## src/rtl/utf8_edit_distance_core_defines.svh

```systemverilog
// ----------------------------------------------------------------------------
// utf8_edit_distance_core_defines.svh
// Assertion macros shared by the edit distance RTL.
// ----------------------------------------------------------------------------
`ifndef UTF8_EDIT_DISTANCE_CORE_DEFINES_SVH
`define UTF8_EDIT_DISTANCE_CORE_DEFINES_SVH

`ifndef NO_ASSERTIONS
// checked outside reset
`define U8ED_ASSERT(label, clk, rst_n, prop, msg) \
    label: assert property (@(posedge clk) disable iff (!rst_n) prop) else $error(msg);
// checked on every edge, reset included
`define U8ED_ASSERT_ALWAYS(label, clk, prop, msg) \
    label: assert property (@(posedge clk) prop) else $error(msg);
`else
`define U8ED_ASSERT(label, clk, rst_n, prop, msg)
`define U8ED_ASSERT_ALWAYS(label, clk, prop, msg)
`endif

`endif

```

## src/rtl/u8ed_ram.sv

```systemverilog
// ----------------------------------------------------------------------------
// u8ed_ram
// Simple dual-port RAM, one write and one registered read port.
// ----------------------------------------------------------------------------
`timescale 1ns / 1ps
`default_nettype none

module u8ed_ram #(
    parameter int WIDTH  = 8,
    parameter int DEPTH  = 64,
    parameter int ADDR_W = (DEPTH > 1) ? $clog2(DEPTH) : 1
) (
    input  wire logic              i_clk,
    input  wire logic              i_we,
    input  wire logic [ADDR_W-1:0] i_waddr,
    input  wire logic [WIDTH-1:0]  i_wdata,
    input  wire logic              i_re,
    input  wire logic [ADDR_W-1:0] i_raddr,
    output logic      [WIDTH-1:0]  o_rdata
);

    logic [WIDTH-1:0] r_mem [DEPTH];

    always_ff @(posedge i_clk) begin
        if (i_we) begin
            r_mem[i_waddr] <= i_wdata;
        end
        if (i_re) begin
            o_rdata <= r_mem[i_raddr];
        end
    end

endmodule

`default_nettype wire

```

## config.mk

```make
export PLATFORM = sky130hd
export DESIGN_NAME = u8ed_ram
export DESIGN_NICKNAME = d
export VERILOG_FILES = /design/src/rtl/utf8_edit_distance_core_defines.svh /design/src/rtl/u8ed_ram.sv
export SDC_FILE = /design/constraint.sdc
export NUM_CORES = 1
export LEC_CHECK = 0
export BUFFER_PORTS_ARGS = -buffer_cell sky130_fd_sc_hd__buf_2
export CAP_MARGIN = 40
export CORE_UTILIZATION = 37
export CTS_CLUSTER_DIAMETER = 120
export DETAILED_ROUTE_END_ITERATION = 10
export GPL_ROUTABILITY_DRIVEN = 0
export PLACE_DENSITY_LB_ADDON = 0.2
export SETUP_SLACK_MARGIN = 0.4
export SYNTH_ARGS = -nofsm -noshare
export SYNTH_HDL_FRONTEND = slang
export SYNTH_SLANG_ARGS = --single-unit
```

## constraint.sdc

```tcl
create_clock -name i_clk -period 1.8 [get_ports i_clk]
set_input_delay 0.09 -clock i_clk [delete_from_list [all_inputs] [get_ports i_clk]]
set_output_delay 0.09 -clock i_clk [all_outputs]
set_load 0.01 [all_outputs]
```

==> run metrics <==
run status=complete, but fails checks; failing checks=setup timing; deepest clock path buffer count=3; initial cell density of the core=37.5%; Post-synth EDFFs=520; Min-Delay Path Class=in2reg; most frequent cells in the layout=edfxtp_1, buf_4, mux4_2; buffer and inverter count on the worst path=0; DP Wirelength=30.7 mm; dominant synthesized flop cell=edfxtp_1; Worst-path clk slew=60 ps; fin. max-slew vios=0; final setup vio count=8; Final Hold Vio Count=0; biggest area consumer among synthesized cells=edfxtp_1; nets=1,143; sequential share of power=52.6%; pin count of the biggest net entering global routing=65; share of layout cells above drive strength 1=38.4%; Rows=85; Power per Cell Area=1050 nW/µm²; worst-margin pin slew=770 ps; maximum VDD drop=0.771 mV; critical-path cell list=mux4_2 -> mux4_2 -> o21ai_4 -> o41ai_1; die height=236 µm; CTS sink count=520; via count=9,933; Worst Path Required=2120 ps; Core ar.=53,900 µm²; min Tclk post-route=2010 ps; sequential-to-total area share from yosys stat=77.1%; post-synth cell types=39; clock power share=41.5%; commonest non-fill, non-tap cell in the layout=edfxtp_1; endpoint class of the critical path=flip-flop; IO Count=31; CTS Buf Count=54; antenna diode instance count=0; Yosys top cell area share=77.1%; cell family with most CP delay=multiplexers; CTS tree=yes; Slowest-stage cell, CP=mux4_2; final hold slack=41.6 ps; vias in the first global route=10.3k; Post-Route WL=48.4 mm; Skew-Pair Late Insertion Delay=600 ps; Vias/cell=5.35; # DRC=0; Port Buffers=30; Tot GR Track Use=17.7%; fraction of registers with async set/reset=0%; setup ws final=-210 ps; Routed Antenna Nets=0; worst r2r src=r_mem[35][5]; Mapped Cells=940; area delta synth->final=20.0%; Worst Skew=14.9 ps; delay of the slowest critical-path stage=540 ps; Max FO, Critical Path=1; Yosys warning total=0; critical path class=reg2reg; sw frac=21.4%; Synth area leaders=edfxtp_1, mux4_2, nor2_1, mux2i_1, mux2_2; Sw Pwr=0.00548 W; global-route wire length before repair=71.0 mm; CP startpoint kind=flip-flop; RSZ-0062 raised after global routing=true; Post-Syn Nets=963; Leak=7.74 nW; synthesized flop and latch total=520; CTS H-tree lvls=2; cell mode on critical path=mux4_2; initial antenna violation count=0; Cell Int Power=0.0201 W; hold path startpoint=i_wdata[6]; post-synthesis cell area=20,200 µm²; Post-CTS Setup Bufs=0; crit share post-route=112%; syn avg cell area=21.5 µm²; fillcell total=4,568; post-layout util=45.1%; critical path arrival=2330 ps; relative slew slack=48.7%; Setup crit start=r_mem[35][5]; Die X=236 µm; Overflow after GRT=0; drt pass-1 iters=5; CTS Root Cell=clkbuf_16; total die area=55,700 µm²; logic gate share of total power=5.9%; Avg WL per Cell=26.0 µm; initial drt markers=908; max-cap violation count=0; Max Clk Rate=497 MHz
## registers in the layout (all words and copies together), names as in the netlist
signal and count:
o_rdata 8, r_mem 512
## metrics by stage
stage | worst slack, ps | TNS (ps) | power (W) | instances | instance area [µm²]
after floorplan | 11.7 | 0 | 0.0145 | 940 | 20600
after detailed placement | -719 | -4160 | 0.0152 | 1758 | 22500
after global placement | -699 | -3930 | 0.0152 | 1758 | 22500
final | -210 | -1380 | 0.0256 | 1857 | 24300
after CTS | -224 | -1420 | 0.0258 | 1857 | 24300
after global routing | -243 | -1740 | 0.0263 | 1857 | 24300
## what timing repair did
action,in CTS,in global routing
pin swaps,3,3
gates resized for setup,18,2
hold buffers,2,0
endpoints found under the setup margin,9,9
endpoints found under the hold margin,10,0
## synthesized netlist by cell type, types with 7 or more instances
| cell | n |
|---|---|
| nand2b_1 | 7 |
| nand2_1 | 19 |
| o221ai_1 | 8 |
| clkbuf_1 | 17 |
| mux2i_1 | 23 |
| mux4_2 | 126 |
| o22ai_1 | 8 |
| nor3_1 | 7 |
| buf_4 | 13 |
| nor2_1 | 83 |
| buf_2 | 11 |
| mux2_2 | 13 |
| edfxtp_1 | 520 |
| nand3_1 | 13 |
| nor2b_1 | 14 |
## power by group through the flow
stage	Clock [W]	Combinational, W	Sequential [W]
floorplan	0	0.000772	0.0137
global placement	0	0.00147	0.0137
detailed placement	0	0.00148	0.0137
CTS	0.0108	0.00152	0.0135
global route	0.0112	0.00160	0.0135
finish	0.0106	0.00151	0.0135
## final cells by class
type	instances	area [µm²]	share of cell area [%]
clock buffers	70	1480	6.07
repair buffers	175	1450	5.98
flip-flops and latches	520	15600	64.3
clock inverters	27	193	0.793
well taps	696	871	3.58
multi-input cells	369	4690	19.3
## worst paths after layout
| path | end | slack (ps) | cells after the start |
|---|---|---|---|
| setup reg to reg | o_rdata[5] | -210 | 4 |
| setup / recovery | o_rdata[5] | -210 | 4 |
| hold reg to reg | o_rdata[7] | 940 | 4 |
| hold / removal | r_mem[50][6] | 40 | 1 |
## worst reg2reg max path, stage by stage (launching register included)
cell	delay [ps]
edfxtp_1	360
mux4_2	530
mux4_2	540
o21ai_4	200
o41ai_1	110
## cell families after synthesis
kind of cell           count (synthesis)  share of synthesized area [%]
DFF                                  520                           77.1
muxes                                162                           15.9
and+or+nand+nor                      153                           3.37
AOI/OAI and AO/OA                     54                           2.06
buffers and inverters                 51                           1.56
## per-layer routing
metal | wire length [µm] | vias up | global-route usage (%)
met5 | 0 | - | 0
met1 | 21900 | 5272 | 25.4
li1 | - | 4302 | -
met3 | 2660 | 80 | 2.90
met2 | 22500 | 279 | 27.4
met4 | 1290 | 0 | 5.92
(Power assumes the default switching activity.)
