===== config.mk =====
export PLATFORM = sky130hd
export DESIGN_NAME = u8ed_dp
export DESIGN_NICKNAME = d
export VERILOG_FILES = /design/src/rtl/u8ed_pkg.sv /design/src/rtl/u8ed_ram.sv /design/src/rtl/u8ed_dp.sv
export VERILOG_INCLUDE_DIRS = /design/src /design/src/rtl
export SDC_FILE = /design/constraint.sdc
export NUM_CORES = 1
export LEC_CHECK = 0
export BUFFER_PORTS_ARGS = -buffer_cell sky130_fd_sc_hd__buf_4
export CAP_MARGIN = 20
export CORE_MARGIN = 2
export CORE_UTILIZATION = 45
export CTS_CLUSTER_SIZE = 28
export DETAILED_ROUTE_END_ITERATION = 10
export PLACE_DENSITY = 0.68
export SETUP_SLACK_MARGIN = 0.3
export SLEW_MARGIN = 15
export SYNTH_ARGS = -nofsm -noshare
export SYNTH_HDL_FRONTEND = slang
export SYNTH_HIERARCHICAL = 1
export SYNTH_SLANG_ARGS = --single-unit

===== constraint.sdc =====
create_clock -name i_clk -period 8.63 [get_ports i_clk]
set_clock_uncertainty 0.1 [all_clocks]
set_input_delay 0.4315 -clock i_clk [delete_from_list [all_inputs] [get_ports i_clk]]
set_output_delay 0.4315 -clock i_clk [all_outputs]
set_load 0.03 [all_outputs]

===== src/rtl/utf8_edit_distance_core_defines.svh =====
// ----------------------------------------------------------------------------
// utf8_edit_distance_core_defines.svh
// Assertion macros shared by the edit distance RTL.
// ----------------------------------------------------------------------------
`ifndef UTF8_EDIT_DISTANCE_CORE_DEFINES_SVH
`define UTF8_EDIT_DISTANCE_CORE_DEFINES_SVH

`ifndef NO_ASSERTIONS
// checked outside reset
`define U8ED_ASSERT(label, clk, rst_n, prop, msg) \
    label: assert property (@(posedge clk) disable iff (!rst_n) prop) else $error(msg);
// checked on every edge, reset included
`define U8ED_ASSERT_ALWAYS(label, clk, prop, msg) \
    label: assert property (@(posedge clk) prop) else $error(msg);
`else
`define U8ED_ASSERT(label, clk, rst_n, prop, msg)
`define U8ED_ASSERT_ALWAYS(label, clk, prop, msg)
`endif

`endif


===== src/rtl/u8ed_pkg.sv =====
// ----------------------------------------------------------------------------
// u8ed_pkg
// Types, codes and helpers of the UTF-8 edit distance core.
// ----------------------------------------------------------------------------
`timescale 1ns / 1ps
`default_nettype none

package u8ed_pkg;

    localparam int MAX_CHARS_DEF = 64;
    localparam int BYTES_MAX     = 7;
    localparam int CHAR_DATA_W   = 8 * BYTES_MAX;
    localparam int CHAR_W        = CHAR_DATA_W + 3;   // bytes plus byte count
    localparam int DIST_W        = 7;
    localparam int LEAD_RUN_MAX  = 6;

    localparam logic [1:0] OP_FIRST  = 2'd0;
    localparam logic [1:0] OP_SECOND = 2'd1;
    localparam logic [1:0] OP_FINISH = 2'd2;

    typedef struct packed {
        logic [1:0] op;
        logic [7:0] data_byte;
    } t_cmd;

    typedef struct packed {
        logic [DIST_W-1:0] distance;
        logic              overflow;
    } t_result;

    typedef enum logic [2:0] {
        DP_IDLE,
        DP_INIT,
        DP_ROW,
        DP_RUN,
        DP_DONE
    } t_dp_state;

    // control from the DP engine to the assembler
    typedef struct packed {
        logic clear;
    } t_asm_ctl;

    // bytes in a character, from its lead byte
    function automatic logic [2:0] lead_count(input logic [7:0] b);
        logic [2:0] n;
        logic       run;
        n   = 3'd1;
        run = b[7];
        for (int k = 0; k < LEAD_RUN_MAX; k++) begin
            run = run & b[6-k];
            if (run) begin
                n = n + 3'd1;
            end
        end
        return n;
    endfunction

endpackage

`default_nettype wire


===== src/rtl/u8ed_ram.sv =====
// ----------------------------------------------------------------------------
// u8ed_ram
// Simple dual-port RAM, one write and one registered read port.
// ----------------------------------------------------------------------------
`timescale 1ns / 1ps
`default_nettype none

module u8ed_ram #(
    parameter int WIDTH  = 8,
    parameter int DEPTH  = 64,
    parameter int ADDR_W = (DEPTH > 1) ? $clog2(DEPTH) : 1
) (
    input  wire logic              i_clk,
    input  wire logic              i_we,
    input  wire logic [ADDR_W-1:0] i_waddr,
    input  wire logic [WIDTH-1:0]  i_wdata,
    input  wire logic              i_re,
    input  wire logic [ADDR_W-1:0] i_raddr,
    output logic      [WIDTH-1:0]  o_rdata
);

    logic [WIDTH-1:0] r_mem [DEPTH];

    always_ff @(posedge i_clk) begin
        if (i_we) begin
            r_mem[i_waddr] <= i_wdata;
        end
        if (i_re) begin
            o_rdata <= r_mem[i_raddr];
        end
    end

endmodule

`default_nettype wire


===== src/rtl/u8ed_dp.sv =====
// ----------------------------------------------------------------------------
// u8ed_dp
// DP sequencer: sweeps the distance matrix row by row through dp_row RAM.
// ----------------------------------------------------------------------------
`timescale 1ns / 1ps
`default_nettype none
`include "utf8_edit_distance_core_defines.svh"

module u8ed_dp #(
    parameter int MAX_CHARS = u8ed_pkg::MAX_CHARS_DEF,
    parameter int LEN_W     = $clog2(MAX_CHARS + 1),
    parameter int ADDR_W    = (MAX_CHARS > 1) ? $clog2(MAX_CHARS) : 1
) (
    input  wire logic                       i_clk,
    input  wire logic                       i_rst_n,
    input  wire logic                       i_finish,
    input  wire logic [LEN_W-1:0]           i_len1,
    input  wire logic [LEN_W-1:0]           i_len2,
    input  wire logic                       i_ovf,
    input  wire logic [u8ed_pkg::CHAR_W-1:0] i_first_rd,
    input  wire logic [u8ed_pkg::CHAR_W-1:0] i_second_rd,
    output logic                            o_first_re,
    output logic [ADDR_W-1:0]               o_first_raddr,
    output logic                            o_second_re,
    output logic [ADDR_W-1:0]               o_second_raddr,
    output logic                            o_busy,
    output logic                            o_done,
    output logic [LEN_W-1:0]                o_dist,
    output u8ed_pkg::t_asm_ctl              o_ctl
);

    localparam logic [LEN_W-1:0] LEN_MAX = LEN_W'(MAX_CHARS);
    localparam logic [LEN_W-1:0] ONE     = LEN_W'(1);

    u8ed_pkg::t_dp_state r_state, n_state;
    logic [LEN_W-1:0]    r_i, n_i;
    logic [LEN_W-1:0]    r_j, n_j;
    logic [LEN_W-1:0]    r_left, n_left;
    logic [LEN_W-1:0]    r_diag, n_diag;
    logic [LEN_W-1:0]    r_res, n_res;

    logic                dp_we, dp_re;
    logic [ADDR_W-1:0]   dp_waddr, dp_raddr;
    logic [LEN_W-1:0]    dp_wdata, dp_rdata;
    logic [LEN_W-1:0]    best, cost;
    logic                init_last, row_last;

    u8ed_ram #(
        .WIDTH (LEN_W),
        .DEPTH (MAX_CHARS)
    ) u_row_ram (
        .i_clk   (i_clk),
        .i_we    (dp_we),
        .i_waddr (dp_waddr),
        .i_wdata (dp_wdata),
        .i_re    (dp_re),
        .i_raddr (dp_raddr),
        .o_rdata (dp_rdata)
    );

    // one cell: dp_rdata is the entry above, r_left and r_diag the neighbors
    always_comb begin
        best = r_left;
        if (dp_rdata < best) begin
            best = dp_rdata;
        end
        if (r_diag < best) begin
            best = r_diag;
        end
        cost = (i_first_rd == i_second_rd) ? r_diag : best + ONE;
    end

    assign init_last = (r_j >= i_len2);
    assign row_last  = (r_j >= i_len2);

    // next state
    always_comb begin
        n_state = r_state;
        case (r_state)
            u8ed_pkg::DP_IDLE: begin
                if (i_finish) begin
                    n_state = u8ed_pkg::DP_INIT;
                end
            end
            u8ed_pkg::DP_INIT: begin
                if (i_ovf || i_len1 == '0 || i_len2 == '0) begin
                    n_state = (i_ovf || init_last) ? u8ed_pkg::DP_DONE : r_state;
                end else if (init_last) begin
                    n_state = u8ed_pkg::DP_ROW;
                end
            end
            u8ed_pkg::DP_ROW: begin
                n_state = u8ed_pkg::DP_RUN;
            end
            u8ed_pkg::DP_RUN: begin
                if (row_last) begin
                    n_state = (r_i < i_len1) ? u8ed_pkg::DP_ROW : u8ed_pkg::DP_DONE;
                end
            end
            u8ed_pkg::DP_DONE: begin
                n_state = u8ed_pkg::DP_IDLE;
            end
            default: begin
                n_state = u8ed_pkg::DP_IDLE;
            end
        endcase
    end

    // memory controls and status
    always_comb begin
        dp_we          = 1'b0;
        dp_waddr       = ADDR_W'(r_j - ONE);
        dp_wdata       = r_j;
        dp_re          = 1'b0;
        dp_raddr       = r_j[ADDR_W-1:0];
        o_first_re     = 1'b0;
        o_first_raddr  = ADDR_W'(r_i - ONE);
        o_second_re    = 1'b0;
        o_second_raddr = r_j[ADDR_W-1:0];
        o_busy         = 1'b1;
        o_done         = 1'b0;
        o_ctl.clear    = 1'b0;
        case (r_state)
            u8ed_pkg::DP_IDLE: begin
                o_busy = 1'b0;
            end
            u8ed_pkg::DP_INIT: begin
                dp_we = !i_ovf && (i_len2 != '0);
            end
            u8ed_pkg::DP_ROW: begin
                o_first_re     = 1'b1;
                o_second_re    = 1'b1;
                o_second_raddr = '0;
                dp_re          = 1'b1;
                dp_raddr       = '0;
            end
            u8ed_pkg::DP_RUN: begin
                dp_we       = 1'b1;
                dp_wdata    = cost;
                dp_re       = !row_last;
                o_second_re = !row_last;
            end
            u8ed_pkg::DP_DONE: begin
                o_done      = 1'b1;
                o_ctl.clear = 1'b1;
            end
            default: begin
                o_busy = 1'b0;
            end
        endcase
    end

    assign o_dist = (r_res > LEN_MAX) ? LEN_MAX : r_res;

    // datapath registers
    always_comb begin
        n_i    = r_i;
        n_j    = r_j;
        n_left = r_left;
        n_diag = r_diag;
        n_res  = r_res;
        case (r_state)
            u8ed_pkg::DP_IDLE: begin
                n_j = ONE;
                n_i = ONE;
            end
            u8ed_pkg::DP_INIT: begin
                n_j = r_j + ONE;
                if (i_ovf) begin
                    n_res = LEN_MAX;
                end else if (i_len1 == '0) begin
                    n_res = i_len2;
                end else begin
                    n_res = i_len1;
                end
            end
            u8ed_pkg::DP_ROW: begin
                n_j    = ONE;
                n_diag = r_i - ONE;
                n_left = r_i;
            end
            u8ed_pkg::DP_RUN: begin
                n_left = cost;
                n_diag = dp_rdata;
                if (row_last) begin
                    n_res = cost;
                    n_i   = r_i + ONE;
                end else begin
                    n_j = r_j + ONE;
                end
            end
            default: begin
                n_i = r_i;
            end
        endcase
    end

    always_ff @(posedge i_clk) begin
        if (!i_rst_n) begin
            r_state <= u8ed_pkg::DP_IDLE;
        end else begin
            r_state <= n_state;
        end
    end

    always_ff @(posedge i_clk) begin
        r_i    <= n_i;
        r_j    <= n_j;
        r_left <= n_left;
        r_diag <= n_diag;
        r_res  <= n_res;
    end

    `U8ED_ASSERT_ALWAYS(a_no_rw_clash, i_clk, !(dp_we && dp_re && (dp_waddr == dp_raddr)), "row RAM read and write hit one entry")
    `U8ED_ASSERT(a_col_range, i_clk, i_rst_n, (r_state == u8ed_pkg::DP_RUN) |-> ((r_j >= ONE) && (r_j <= i_len2) && (r_i <= i_len1)), "cell index outside the matrix")
    `U8ED_ASSERT(a_done_bound, i_clk, i_rst_n, o_done |-> (r_res <= LEN_MAX) && !$past(o_done), "result out of range or repeated")

endmodule

`default_nettype wire


==> flow_summary.ini <==
[critical_path]
critPathMaxFanout = 64
startpoint_type = flip-flop
cp-end-kind = flip-flop
cp_cell_sequence = inv_1 -> ha_1 -> a21oi_1 -> o21ai_2 -> a21oi_4 -> mux2_2 -> inv_1 -> ha_1 -> nand4_1 -> a211oi_1 -> mux2i_1 -> nand2_2 -> a21oi_1 -> ha_1 -> nand3_1 -> or2_2 -> or3_1 -> a21oi_1 -> a221oi_2 -> o21ai_4 -> buf_4
critical-path-slowest-cell = a21oi_4
path_buf_inv = 3
crit_type = flip-flop to flip-flop
cp.arrival_ns = 6.22
cpPeakStageDelay_ns = 0.49
crit_family = compound AO/OA/AOI/OAI gates
required_ns = 8.81

[synth]
async_reset_ff_frac = 0
ys.warnings.count = 6
avgSynthCellArea_um2 = 16.7
synth_edf_count = 490
ys_ff_latch = 493
yosysSeqAreaShare = 0.679
synthMuxAreaShare = 0.131
synthAdderAreaFrac = 0.0167
synth-xor-area-share = 0.0322
syn_nets = 1468
synth_cells = 1303
ys_types = 74
synth_top_family_by_area = multiplexers
syn_area_um2 = 21800
synth_compound_area_frac = 0.0524
synthSimpleGateAreaFrac = 0.0675
synth_ff_type = edfxtp_1

[placement]
place_hpwl_mm = 33.7
dp_slack_ns = 2.58
dp.cells = 2031
gp_congestion = 0.901
port-buffer-count = 159

[timing]
finalMaxSlewViolations = 0
finalHoldViolations = 0
min_period_over_period = 0.699
slew_headroom = 0.385
worst_slack_ns = 2.60
fmax_mhz = 166
fin_tns_setup_ns = 0
finalCriticalPeriod_ns = 6.03
tightest_slew_ns = 0.923
rsz0062_at_grt = no
setup_viol = 0

[global_route]
gr-total-overflow = 0
grt_start_max_net_pins = 106
antenna_found_initial = 1
grt_pass1_wl_mm = 78.2
grt_pass1_vias = 12509
grt_usage = 0.209

[power]
powerDensity_nw_per_um2 = 234
cellLeakagePower_nw = 8.66
worst_ir_drop_vdd_mv = 0.174

[clock_network]
post_cts_resized = 0
cts_buffers = 49
insertion_delay_ns = 0.59
cts_max_level = 2
cts_setup_buffers = 0
clkTransAtPathRegs_ns = 0.06
cts_hold_buf = 0
cts_tree = yes
cts_buffer_depth = 3
root_buffer = clkbuf_16
cts_sinks = 493

[floorplanning]
num_rows = 80
die_w_um = 224
dieArea_um2 = 50200
start_util = 0.456
core_um2 = 47700
io_pins = 160
dieHeight_um = 224

[status]
outcome = complete, no violations

[layout]
fin_cells = 2123
syn_to_final_growth_pct = 16.3
drive_gt1_frac = 0.264
antennaDiodeCount = 0
nNetsFinal = 1634

[routing]
drcViolationCount = 0
drtPass1Iterations = 6
first_iter_violations = 1111
ant_nets = 0
vias_per_cell = 5.86
drt-total-wl_mm = 51.8
wl_per_cell_um = 24.4
vias = 12445

[flow_run]
drv_cap = 0

[worst_hold_path]
hp-class = input port to flip-flop
## registers in the layout, summed over array words and instances (netlist names)
register           flops
r_i                    7
r_res                  7
u_row_ram/r_mem      448
r_left                 7
r_j                    7
r_state                3
r_diag                 7
u_row_ram/o_rdata      7
## cell usage after synthesis, types with 3 or more instances
master / number / share of area
a21oi_1: 38 / 0.0087
mux2_2: 6 / 0.0031
edfxtp_1: 490 / 0.68
a22oi_1: 9 / 0.0031
dfxtp_1: 3 / 0.0028
o21ai_1: 9 / 0.0021
nor2b_1: 15 / 0.0043
a221oi_2: 3 / 0.0021
xor2_1: 9 / 0.0036
and3_1: 8 / 0.0023
ha_1: 29 / 0.017
a211oi_1: 9 / 0.0031
o21a_1: 4 / 0.0014
mux2i_1: 24 / 0.011
buf_6: 8 / 0.0041
o21ai_0: 12 / 0.0028
nand3b_1: 4 / 0.0014
nand3_1: 23 / 0.0053
buf_4: 6 / 0.0021
a21o_1: 16 / 0.0055
nor4_2: 4 / 0.0023
nand4_1: 19 / 0.0055
nand2b_1: 11 / 0.0032
a22o_1: 3 / 0.0012
inv_1: 33 / 0.0057
and3b_1: 3 / 0.0012
o22ai_1: 16 / 0.0046
xnor2_1: 71 / 0.029
mux4_2: 112 / 0.12
a32o_1: 4 / 0.0018
clkbuf_1: 32 / 0.0055
o221ai_1: 9 / 0.0036
nor2_1: 129 / 0.022
or3_1: 4 / 0.0011
buf_2: 16 / 0.0037
nor3b_1: 4 / 0.0014
nand2_1: 40 / 0.0069
o31ai_1: 9 / 0.0031
nor3_1: 16 / 0.0037
## final cells by class
class,count,area (um2)
clock buffer,58,1300
tap,615,769
timing repair buffer,178,1390
clock inverter,32,345
sequential,493,14800
fill,3863,22400
multi-input combinational,713,6600
inverter,34,128
## cell families (layout without fill, tap and decap cells)
| group | after synthesis | in the layout |
|---|---|---|
| AOI/OAI and AO/OA | 164 | 164 |
| and+or+nand+nor | 297 | 297 |
| adders and majority gates | 29 | 29 |
| muxes | 143 | 143 |
| buffers and inverters | 97 | 302 |
| DFF | 493 | 493 |
| xor gates and xnor gates | 80 | 80 |
## metal layers
layer	up-vias	wire, um	global-route usage
li1	5505	-	-
met1	6300	20700	0.278
met2	551	25700	0.350
met3	89	4110	0.0401
met4	0	1370	0.0628
met5	-	0	0
## where the power goes
group          switching, mW  total [mW]  internal (mW)
logic                  0.578       0.984          0.407
clock network          0.871        2.18           1.31
registers             0.0369        2.77           2.73
total                   1.49        5.93           4.45
## stage by stage
| stage | utilization | hold slack (ns) | total power, mW | instance area, um2 |
|---|---|---|---|---|
| floorplan | - | 0.450 | 3.49 | 21800 |
| global placement | 0.494 | 0.489 | 3.79 | 23600 |
| detailed placement | 0.495 | 0.514 | 3.80 | 23600 |
| finish | 0.530 | 0.0302 | 5.93 | 25300 |
| global route | 0.530 | 0.0226 | 6.14 | 25300 |
| CTS | 0.529 | 0.00208 | 5.97 | 25300 |
## cells in the final DEF (no fill, tap or decap), types with 12 or more instances in the layout
master / synthesis / routed
nand3_1: 23 / 23
xnor2_1: 71 / 71
nand2_1: 40 / 40
nor2_1: 129 / 126
clkinv_1: 0 / 15
nor3_1: 16 / 16
edfxtp_1: 490 / 490
a21o_1: 16 / 13
nor2b_1: 15 / 12
a21oi_1: 38 / 38
o22ai_1: 16 / 16
clkbuf_16: 0 / 51
ha_1: 29 / 29
inv_1: 33 / 33
nand4_1: 19 / 19
mux4_2: 112 / 112
buf_4: 6 / 174
mux2i_1: 24 / 24
## path summary, 6_finish.rpt
| check | start | to | slack (ns) | cells past startpoint |
|---|---|---|---|---|
| max reg2reg | r_left[2]$_DFFE_PP_ | u_row_ram/r_mem[17][6]$_DFFE_PP_ | 2.60 | 21 |
| max | r_left[2]$_DFFE_PP_ | u_row_ram/r_mem[17][6]$_DFFE_PP_ | 2.60 | 21 |
| min | i_rst_n | r_state[1]$_SDFFE_PN0P_ | 0.03 | 2 |
| min reg2reg | u_row_ram/o_rdata[5]$_DFFE_PP_ | r_diag[5]$_DFFE_PP_ | 0.54 | 2 |
No activity file was read; power rests on OpenSTA's default activity.
