`config.mk`:
```
export PLATFORM = sky130hd
export DESIGN_NAME = u8ed_asm
export DESIGN_NICKNAME = d
export VERILOG_FILES = /design/src/rtl/u8ed_pkg.sv /design/src/rtl/u8ed_asm.sv
export VERILOG_INCLUDE_DIRS = /design/src /design/src/rtl
export SDC_FILE = /design/constraint.sdc
export NUM_CORES = 1
export LEC_CHECK = 0
export BUFFER_PORTS_ARGS = -buffer_cell sky130_fd_sc_hd__buf_2
export CORE_MARGIN = 5
export CORE_UTILIZATION = 40
export DETAILED_ROUTE_END_ITERATION = 7
export PLACE_DENSITY = 0.71
export SLEW_MARGIN = 20
export SYNTH_ARGS = -nofsm -noshare
export SYNTH_HDL_FRONTEND = slang
export SYNTH_SLANG_ARGS = --single-unit
```
`constraint.sdc`:
```
create_clock -name i_clk -period 6.4 [get_ports i_clk]
set_input_delay 1.28 -clock i_clk [delete_from_list [all_inputs] [get_ports i_clk]]
set_output_delay 1.28 -clock i_clk [all_outputs]
set_load 0.03 [all_outputs]
```
`src/rtl/utf8_edit_distance_core_defines.svh`:
```
// ----------------------------------------------------------------------------
// utf8_edit_distance_core_defines.svh
// Assertion macros shared by the edit distance RTL.
// ----------------------------------------------------------------------------
`ifndef UTF8_EDIT_DISTANCE_CORE_DEFINES_SVH
`define UTF8_EDIT_DISTANCE_CORE_DEFINES_SVH

`ifndef NO_ASSERTIONS
// checked outside reset
`define U8ED_ASSERT(label, clk, rst_n, prop, msg) \
    label: assert property (@(posedge clk) disable iff (!rst_n) prop) else $error(msg);
// checked on every edge, reset included
`define U8ED_ASSERT_ALWAYS(label, clk, prop, msg) \
    label: assert property (@(posedge clk) prop) else $error(msg);
`else
`define U8ED_ASSERT(label, clk, rst_n, prop, msg)
`define U8ED_ASSERT_ALWAYS(label, clk, prop, msg)
`endif

`endif

```
`src/rtl/u8ed_pkg.sv`:
```
// ----------------------------------------------------------------------------
// u8ed_pkg
// Types, codes and helpers of the UTF-8 edit distance core.
// ----------------------------------------------------------------------------
`timescale 1ns / 1ps
`default_nettype none

package u8ed_pkg;

    localparam int MAX_CHARS_DEF = 64;
    localparam int BYTES_MAX     = 7;
    localparam int CHAR_DATA_W   = 8 * BYTES_MAX;
    localparam int CHAR_W        = CHAR_DATA_W + 3;   // bytes plus byte count
    localparam int DIST_W        = 7;
    localparam int LEAD_RUN_MAX  = 6;

    localparam logic [1:0] OP_FIRST  = 2'd0;
    localparam logic [1:0] OP_SECOND = 2'd1;
    localparam logic [1:0] OP_FINISH = 2'd2;

    typedef struct packed {
        logic [1:0] op;
        logic [7:0] data_byte;
    } t_cmd;

    typedef struct packed {
        logic [DIST_W-1:0] distance;
        logic              overflow;
    } t_result;

    typedef enum logic [2:0] {
        DP_IDLE,
        DP_INIT,
        DP_ROW,
        DP_RUN,
        DP_DONE
    } t_dp_state;

    // control from the DP engine to the assembler
    typedef struct packed {
        logic clear;
    } t_asm_ctl;

    // bytes in a character, from its lead byte
    function automatic logic [2:0] lead_count(input logic [7:0] b);
        logic [2:0] n;
        logic       run;
        n   = 3'd1;
        run = b[7];
        for (int k = 0; k < LEAD_RUN_MAX; k++) begin
            run = run & b[6-k];
            if (run) begin
                n = n + 3'd1;
            end
        end
        return n;
    endfunction

endpackage

`default_nettype wire

```
`src/rtl/u8ed_asm.sv`:
```
// ----------------------------------------------------------------------------
// u8ed_asm
// Groups bytes into characters and appends them to the string stores.
// ----------------------------------------------------------------------------
`timescale 1ns / 1ps
`default_nettype none
`include "utf8_edit_distance_core_defines.svh"

module u8ed_asm #(
    parameter int MAX_CHARS = u8ed_pkg::MAX_CHARS_DEF,
    parameter int LEN_W     = $clog2(MAX_CHARS + 1),
    parameter int ADDR_W    = (MAX_CHARS > 1) ? $clog2(MAX_CHARS) : 1
) (
    input  wire logic                       i_clk,
    input  wire logic                       i_rst_n,
    input  wire logic                       i_take,
    input  wire logic                       i_finish,
    input  wire u8ed_pkg::t_cmd             i_cmd,
    input  wire u8ed_pkg::t_asm_ctl         i_ctl,
    output logic                            o_we1,
    output logic [ADDR_W-1:0]               o_waddr1,
    output logic [u8ed_pkg::CHAR_W-1:0]     o_wdata1,
    output logic                            o_we2,
    output logic [ADDR_W-1:0]               o_waddr2,
    output logic [u8ed_pkg::CHAR_W-1:0]     o_wdata2,
    output logic [LEN_W-1:0]                o_len1,
    output logic [LEN_W-1:0]                o_len2,
    output logic                            o_ovf
);

    localparam logic [LEN_W-1:0] LEN_MAX = LEN_W'(MAX_CHARS);

    logic [u8ed_pkg::CHAR_DATA_W-1:0] r_asm, n_asm;
    logic [2:0]                       r_cnt, n_cnt;
    logic [2:0]                       r_exp, n_exp;
    logic                             r_tgt, n_tgt;
    logic [LEN_W-1:0]                 r_len1, n_len1;
    logic [LEN_W-1:0]                 r_len2, n_len2;
    logic                             r_ovf, n_ovf;

    logic                             pend, start_new, commit_a, commit_b;
    logic                             hit1, hit2;
    logic [u8ed_pkg::CHAR_DATA_W-1:0] asm_b;
    logic [2:0]                       cnt_b, exp_b;
    logic                             tgt_b;
    logic [u8ed_pkg::CHAR_W-1:0]      word_a, word_b;

    // byte path: close a pending char on string switch or finish, then add the byte
    always_comb begin
        pend      = (r_cnt != 3'd0);
        start_new = !pend || (r_tgt != i_cmd.op[0]);
        commit_a  = pend && ((i_take && (r_tgt != i_cmd.op[0])) || i_finish);
        word_a    = {r_cnt, r_asm};

        asm_b = r_asm;
        if (start_new) begin
            asm_b = {{(u8ed_pkg::CHAR_DATA_W - 8){1'b0}}, i_cmd.data_byte};
            cnt_b = 3'd1;
            exp_b = u8ed_pkg::lead_count(i_cmd.data_byte);
            tgt_b = i_cmd.op[0];
        end else begin
            for (int k = 0; k < u8ed_pkg::BYTES_MAX; k++) begin
                if (r_cnt == 3'(k)) begin
                    asm_b[8*k +: 8] = i_cmd.data_byte;
                end
            end
            cnt_b = r_cnt + 3'd1;
            exp_b = r_exp;
            tgt_b = r_tgt;
        end
        commit_b = i_take && (cnt_b >= exp_b);
        word_b   = {cnt_b, asm_b};

        hit1 = (commit_a && !r_tgt) || (commit_b && !tgt_b);
        hit2 = (commit_a && r_tgt) || (commit_b && tgt_b);
    end

    always_comb begin
        o_we1    = hit1 && (r_len1 < LEN_MAX);
        o_we2    = hit2 && (r_len2 < LEN_MAX);
        o_waddr1 = r_len1[ADDR_W-1:0];
        o_waddr2 = r_len2[ADDR_W-1:0];
        o_wdata1 = (commit_a && !r_tgt) ? word_a : word_b;
        o_wdata2 = (commit_a && r_tgt) ? word_a : word_b;
        o_len1   = r_len1;
        o_len2   = r_len2;
        o_ovf    = r_ovf;
    end

    always_comb begin
        n_asm  = r_asm;
        n_cnt  = r_cnt;
        n_exp  = r_exp;
        n_tgt  = r_tgt;
        n_len1 = o_we1 ? r_len1 + LEN_W'(1) : r_len1;
        n_len2 = o_we2 ? r_len2 + LEN_W'(1) : r_len2;
        n_ovf  = r_ovf || (hit1 && !o_we1) || (hit2 && !o_we2);
        if (i_ctl.clear) begin
            n_asm  = '0;
            n_cnt  = 3'd0;
            n_exp  = 3'd0;
            n_tgt  = 1'b0;
            n_len1 = '0;
            n_len2 = '0;
            n_ovf  = 1'b0;
        end else if (i_take) begin
            n_tgt = tgt_b;
            if (commit_b) begin
                n_asm = '0;
                n_cnt = 3'd0;
                n_exp = 3'd0;
            end else begin
                n_asm = asm_b;
                n_cnt = cnt_b;
                n_exp = exp_b;
            end
        end else if (commit_a) begin
            n_asm = '0;
            n_cnt = 3'd0;
            n_exp = 3'd0;
        end
    end

    always_ff @(posedge i_clk) begin
        if (!i_rst_n) begin
            r_asm  <= '0;
            r_cnt  <= 3'd0;
            r_exp  <= 3'd0;
            r_tgt  <= 1'b0;
            r_len1 <= '0;
            r_len2 <= '0;
            r_ovf  <= 1'b0;
        end else begin
            r_asm  <= n_asm;
            r_cnt  <= n_cnt;
            r_exp  <= n_exp;
            r_tgt  <= n_tgt;
            r_len1 <= n_len1;
            r_len2 <= n_len2;
            r_ovf  <= n_ovf;
        end
    end

    `U8ED_ASSERT(a_len_bound, i_clk, i_rst_n, (r_len1 <= LEN_MAX) && (r_len2 <= LEN_MAX), "string length past limit")
    `U8ED_ASSERT(a_pend_short, i_clk, i_rst_n, (r_cnt != 3'd0) |-> (r_cnt < r_exp), "pending char should have been stored")
    `U8ED_ASSERT(a_clear, i_clk, i_rst_n, i_ctl.clear |=> ((r_len1 == '0) && (r_len2 == '0) && !r_ovf && (r_cnt == 3'd0)), "clear did not empty the strings")

endmodule

`default_nettype wire

```
==> metrics.md, run 1 <==
| Metric | Value |
|---|---|
| Most common cell in the synthesized netlist | mux2_2 |
| Post-synthesis sequential area ratio | 0.287 |
| Main synth FF type | dfxtp_1 |
| Initial DRC Count | between 400 and 500 |
| Num CTS Buffers | 9 |
| Die extent in y | 127 microns |
| Yosys top cell by area | dfxtp_1 |
| Worst rel slew slack | 0.264 |
| Combinational power share | 0.101 |
| Clock transition at the registers of the reported paths | approximately 0.060 ns |
| Post-synth net total | between 600 and 700 |
| Starting density of the core | 0.409 |
| Synth area leaders | dfxtp_1 29%, mux2_2 23%, a22oi_1 8.1% |
| Vias | between 5,000 and 6,000 |
| WP data required | ~5.1 ns |
| Highest achievable clock rate | approximately 180 MHz |
| RSZ-0062 raised after global routing | false |
| Period minus WS final | approximately 5.6 ns |
| Mapped Area | approximately 5400 sq um |
| EDFF count, synth | 0 |
| Synth warnings | 0 |
| Core Area | approximately 13,000 sq um |
| Setup Crit Path Kind | input port to output port |
| Leak Pwr | approximately 2.8 nW |
| Internal Power | just over 0.8 mW |
| Core Util, Final | 0.490 |
| Hold buffers post-CTS | 0 |
| Synth Register Bits | 78 |
| H-tree depth | 3 |
| Total GRT Usage | 0.203 |
| Post_cts resized | 0 |
| Ys async rst share | 0 |
| Postcts setup bufs | 0 |
| Slowest CP cell | ha_1 |
| Max_cap viols | 0 |
| Vias in the first global route | about 5,000 |
| Hpwl dp | about 11,000 microns |
| Post-route antenna net violation count | 0 |
| Crit path max fanout | 11 |
| TNS Setup | 0 ns |
| Most frequent cells after synthesis | 111 x mux2_2, 98 x nor2_1, 78 x dfxtp_1, 59 x a22oi_1, 45 x nand2_1 |
| Yosys top cell area share | 0.287 |
| Final period utilization | 0.877 |
| Final Hold Viols | 0 |
| CP Cell Sequence | buf_2 > nand2_1 > a21oi_1 > ha_1 > o21bai_1 > ha_1 > nand3_1 > xnor2_1 > a21oi_1 > mux2i_1 > ha_1 > nand2_1 > o21ai_2 > o2bb2ai_2 > buf_2 |
| Switching Share | 0.268 |
| Antenna diodes | 0 |
| CP arrival | around 4.3 ns |
| Hold Crit Class | flip-flop to flip-flop |
| Clock Latency Late Sink | 0.34 ns |
| First-pass GRT wire length | approximately 26,000 microns |
| Grt total ovfl | 0 |
| Fill cell count | between 1,000 and 1,500 |
| Slew @ Worst Pin | roughly 1.1 ns |
| Chip Width | between 100 and 150 microns |
| Crit path launch type | input port |
| Ports | 162 |
| CP Capture Type | output port |
| GPL Wtd Cong | 0.810 |
| Clock power share | 0.460 |
| Pwr dens | around 170 nW/um^2 |
| Sequential power share | 0.439 |
| Final setup fails | 0 |
| Initial antenna violation count | 0 |
| 1st-pass router iterations | 6 |
| Die ar. | between 15,000 and 20,000 sq um |
| Root buffer selected by CTS | clkbuf_16 |
| # port buffers | 160 |
| Post-DR vias/cell | 5.55 |
| Pin count of the biggest net entering global routing | 76 |
| Max rail drop VDD | around 0.14 mV |
| CP most frequent cell | ha_1 |
| Layout cell share with drive strength beyond 1 | 0.404 |
| CTS tree | yes |
| Maximum clock path buffer count | 2 |
| Slew Viols, Final | 0 |
| CTS Sinks | just under 80 |
| Post-synth cell types | 47 |
| Area delta synth->final | 19.8% |
| Average size of a mapped cell | 8.41 sq um |
| Rows | 42 |
| Crit-path max cell delay | ~0.32 ns |
| Final net count | a little under 800 |
| Final clock skew | about 0.0049 ns |
| Sw power | between 0.2 and 0.3 mW |
| Post-route DRC | 0 |
| WL/cell | between 15 and 20 microns |
| Drt total wl | 16,600 microns |
| Cell count after synthesis | between 600 and 700 |
| Status | finished clean |
power by group through the flow:
stage	combinational, mW	sequential [mW]	clock, mW
after detailed placement	0.111	0.500	0
after floorplan	0.0761	0.501	0
final	0.112	0.489	0.513
after global placement	0.110	0.500	0
after CTS	0.112	0.489	0.526
after global routing	0.121	0.489	0.545
cells in the final DEF (no fill, tap or decap), types with 2 or more instances in the layout:
| master | synthesis | routed |
|---|---|---|
| dfxtp_1 | 78 | 78 |
| buf_4 | 12 | 10 |
| clkbuf_16 | 0 | 9 |
| nor2_1 | 98 | 98 |
| a21o_1 | 4 | 4 |
| a21oi_1 | 39 | 38 |
| nor3_4 | 2 | 2 |
| ha_1 | 12 | 12 |
| buf_2 | 19 | 160 |
| xnor2_1 | 3 | 3 |
| inv_1 | 11 | 11 |
| nand4_1 | 4 | 4 |
| nand2_1 | 45 | 44 |
| o21a_1 | 2 | 2 |
| or3_1 | 3 | 3 |
| a32o_1 | 2 | 2 |
| nand3_1 | 29 | 29 |
| mux2i_1 | 31 | 31 |
| mux2_2 | 111 | 111 |
| clkinvlp_4 | 0 | 2 |
| o21ai_0 | 11 | 11 |
| nor2b_1 | 6 | 6 |
| nor3_1 | 2 | 2 |
| clkinv_2 | 0 | 4 |
| a22oi_1 | 59 | 59 |
| nand2b_1 | 6 | 5 |
| nand2_2 | 1 | 2 |
state kept, by name, summed over array words and instances (netlist names):
name	flops
o_ovf	1
r_exp	3
r_tgt	1
r_asm	56
o_len2	7
o_len1	7
r_cnt	3
critical path: cells and delay by family:
family	cells	cell delay, ns
compound gates	5	1.14
xor+xnor	1	0.14
mux	1	0.10
fa+ha+maj	3	0.77
simple gates	3	0.32
buf+inv	2	0.56
layer usage:
| layer | wire [microns] | up-vias | track usage |
|---|---|---|---|
| li1 | - | 2533 | - |
| met1 | 7530 | 2504 | 0.270 |
| met2 | 7680 | 171 | 0.326 |
| met3 | 1150 | 15 | 0.0488 |
| met4 | 199 | 0 | 0.0593 |
| met5 | 0 | - | 0 |
path summary, 6_finish.rpt:
path | startpoint | to | slack, ns | cells after the start
worst min-delay path | r_exp[1]$_SDFFE_PP0P_ | r_exp[1]$_SDFFE_PP0P_ | 0.50 | 1
worst min register to register | r_exp[1]$_SDFFE_PP0P_ | r_exp[1]$_SDFFE_PP0P_ | 0.50 | 1
worst max-delay path | i_cmd[7] | o_we2 | 0.79 | 15
worst max register to register | r_cnt[0]$_SDFFE_PP0P_ | r_exp[0]$_SDFFE_PP0P_ | 2.32 | 12
stage by stage:
stage / power [mW] / hold WS [ns] / worst slack [ns] / instances / cell area [sq um]
after global placement: 0.611 / 0.462 / 0.855 / 925 / 6230
after floorplan: 0.577 / 0.470 / 1.05 / 647 / 5440
after CTS: 1.13 / 0.496 / 0.805 / 941 / 6520
after global routing: 1.16 / 0.530 / 0.527 / 941 / 6520
after detailed placement: 0.611 / 0.480 / 0.811 / 925 / 6230
final: 1.11 / 0.498 / 0.786 / 941 / 6520
final cells by class:
cell class	instances	area, sq um	area share
clock buffers	9	225	0.0346
well taps	176	220	0.0338
clock inverters	7	65.1	0.00998
repair buffers	170	876	0.134
inverters	11	41.3	0.00634
flip-flops and latches	78	1560	0.240
multi-input cells	490	3530	0.541
cell families (layout without fill, tap and decap cells):
| logic type | count (synthesis) | in the layout | synth area share |
|---|---|---|---|
| AND/OR/NAND/NOR | 203 | 203 | 0.166 |
| multiplexers | 142 | 142 | 0.287 |
| AO/OA/AOI/OAI | 129 | 129 | 0.159 |
| buffers and inverters | 79 | 197 | 0.0676 |
| flip-flops | 78 | 78 | 0.287 |
| adder cells (fa/ha/maj) | 12 | 12 | 0.0276 |
| XOR/XNOR | 4 | 4 | 0.00644 |
Note: power is estimated with default switching activity, not from simulation.
==> inputs of run 2 (changes only) <==
--- a/config.mk
+++ b/config.mk
@@ -7,10 +7,11 @@
 export NUM_CORES = 1
 export LEC_CHECK = 0
 export BUFFER_PORTS_ARGS = -buffer_cell sky130_fd_sc_hd__buf_2
-export CORE_MARGIN = 5
+export CORE_MARGIN = 10
 export CORE_UTILIZATION = 40
+export CTS_BUF_LIST = sky130_fd_sc_hd__clkbuf_4
 export DETAILED_ROUTE_END_ITERATION = 7
-export PLACE_DENSITY = 0.71
+export PLACE_DENSITY = 0.66
 export SLEW_MARGIN = 20
 export SYNTH_ARGS = -nofsm -noshare
 export SYNTH_HDL_FRONTEND = slang
==> metrics.md, run 2 (same netlist as run 1, synthesis figures left out) <==
| Metric | Value |
|---|---|
| Total GRT Usage | 0.171 (-0.0319) |
| Chip Width | 137 microns (+7.9%) |
| Core Util, Final | 0.476 (-0.0136) |
| Max_cap viols | 0 (unchanged) |
| Pin count of the biggest net entering global routing | 56 (-26%) |
| Hold buffers post-CTS | 0 (unchanged) |
| Postcts setup bufs | 0 (unchanged) |
| Final net count | 786 (-0.13%) |
| Place WS | 0.726 ns (-0.0851 ns) |
| First-pass GRT wire length | 25,900 microns (-2.1%) |
| H-tree depth | 3 (unchanged) |
| Fin worst setup slack | 0.699 ns (-0.0865 ns) |
| Final clock skew | 0.0182 ns (+0.0133 ns) |
| Core Area | 13,300 sq um (unchanged) |
| 1st-pass router iterations | 5 (-1) |
| Setup Crit Path Kind | input port to output port |
| Grt total ovfl | 0 (unchanged) |
| Hpwl dp | 11,500 microns (+5.5%) |
| Leading cell type in the layout, fill and taps excluded | buf_2 |
| Clock transition at the registers of the reported paths | 0.11 ns (+0.05 ns) |
| Root buffer selected by CTS | clkbuf_4 |
| Fill cell count | 1,339 (+4.8%) |
| GPL Wtd Cong | 0.775 (-4.4%) |
| Post-DR vias/cell | 5.45 (-1.8%) |
| Hold slack final | 0.509 ns (+0.0111 ns) |
| Pwr dens | 137 nW/um^2 (-20%) |
| Leak Pwr | 2.71 nW (-2.7%) |
| Starting density of the core | 0.409 (unchanged) |
| CTS tree | yes |
| WP data required | 5.12 ns (about the same) |
| Initial DRC Count | 286 (-38%) |
| Clock Latency Late Sink | 0.43 ns (+0.09 ns) |
| Highest achievable clock rate | 175 MHz (-1.5%) |
| Crit path max fanout | 11 (unchanged) |
| Hold Crit Class | flip-flop to flip-flop |
| Clock power share | 0.311 (-0.149) |
| Post_cts resized | 0 (unchanged) |
| Sw power | 0.253 mW (-15%) |
| Worst rel slew slack | 0.255 (-0.00927) |
| Internal Power | 0.618 mW (-24%) |
| Post-route antenna net violation count | 0 (unchanged) |
| Drt total wl | 16,700 microns (+0.87%) |
| Vias | 5,127 (-1.8%) |
| Num CTS Buffers | 9 (unchanged) |
| Status | finished clean |
| Fin area | 6330 sq um (-2.8%) |
| Top reg by flops | r_asm |
| Die ar. | 18,700 sq um (+16%) |
| Ports | 162 (unchanged) |
| Area delta synth->final | 16.4% |
| TNS Setup | 0 ns (unchanged) |
| Max rail drop VDD | 0.0610 mV (-57%) |
| CP arrival | 4.42 ns (+0.09 ns) |
| Final Hold Viols | 0 (unchanged) |
| Post-DP Area | 6220 sq um (-0.12%) |
| Slew @ Worst Pin | 1.12 ns (+0.0139 ns) |
| Post-route DRC | 0 (unchanged) |
| Period minus WS final | 5.70 ns (+0.0865 ns) |
| Die extent in y | 137 microns (+7.9%) |
| CTS Sinks | 78 (unchanged) |
| Max FFs per register | 56 (unchanged) |
| Crit path launch type | input port |
| Sequential power share | 0.562 (+0.123) |
| Switching Share | 0.290 (+0.0225) |
| Rows | 42 (unchanged) |
| Initial antenna violation count | 1 (+1) |
| # port buffers | 160 (unchanged) |
| Maximum clock path buffer count | 2 (unchanged) |
| Layout cell share with drive strength beyond 1 | 0.402 (-0.00209) |
| Slew Viols, Final | 0 (unchanged) |
| Final setup fails | 0 (unchanged) |
| WL/cell | 17.8 microns (+0.87%) |
| Combinational power share | 0.127 (+0.026) |
| CP Capture Type | output port |
| Final period utilization | 0.891 (+0.0135) |
| Vias in the first global route | 4,875 (-3.6%) |
| RSZ-0062 raised after global routing | false |
| Most frequent cells in the layout | 160 x buf_2, 111 x mux2_2, 98 x nor2_1, 78 x dfxtp_1, 59 x a22oi_1 |
==> run 2: cell types whose count changed in the layout (fill, tap and decap cells not counted), sizes merged <==
cell,delta
clkbuf,+5
clkinvlp,-2
bufinv,-1
clkinv,-2
buf,-1
diode,+1
==> run 2: layout make-up <==
cell class,instances,area [sq um],area share
Antenna cell,1,2.50,0.000395
Sequential cell,78,1560,0.246
Clock inverter,2,8.76,0.00138
Timing Repair Buffer,169,868,0.137
Multi-Input combinational cell,490,3530,0.557
Inverter,11,41.3,0.00652
Tap cell,176,220,0.0348
Clock buffer,14,105,0.0166
==> run 2: critical path, cell delays in order <==
cell and delay (ns):
buf_2 0.27, nand2_1 0.14, a21oi_1 0.23, ha_1 0.29
o21bai_1 0.16, ha_1 0.16, nand3_1 0.09, xnor2_1 0.14
a21oi_1 0.20, mux2i_1 0.11, ha_1 0.32, a21oi_1 0.26
o21ai_2 0.18, a31oi_1 0.34, inv_1 0.07, buf_2 0.18
==> run 2: final timing paths <==
kind,start,to,slack (ns),depth (start not counted)
worst max register to register,r_cnt[0]$_SDFFE_PP0P_,o_len1[5]$_SDFFE_PP0P_,2.53,12
worst max-delay path,i_cmd[6],o_we1,0.70,16
worst min-delay path,o_len2[4]$_SDFFE_PP0P_,o_len2[4]$_SDFFE_PP0P_,0.51,2
worst min register to register,o_len2[4]$_SDFFE_PP0P_,o_len2[4]$_SDFFE_PP0P_,0.51,2
==> run 2: power by group through the flow <==
stage	Clock, mW	Combinational (mW)	Sequential, mW
floorplan	0	0.0761	0.501
global placement	0	0.110	0.500
detailed placement	0	0.110	0.500
CTS	0.276	0.111	0.489
global route	0.292	0.119	0.490
finish	0.271	0.110	0.489
==> run 2: through the flow <==
| stage | cells | total power, mW |
|---|---|---|
| after floorplan | 647 | 0.577 |
| after global placement | 924 | 0.610 |
| after detailed placement | 924 | 0.611 |
| after CTS | 940 | 0.876 |
| after global routing | 941 | 0.900 |
| final | 941 | 0.871 |
==> run 2: routing by layer <==
metal  part of all wire  track usage  vias up
met5                  0            0        -
met4              0.013       0.0491        0
met3              0.066       0.0378       15
met2               0.48        0.284      162
met1               0.44        0.215     2431
li1                   -            -     2519
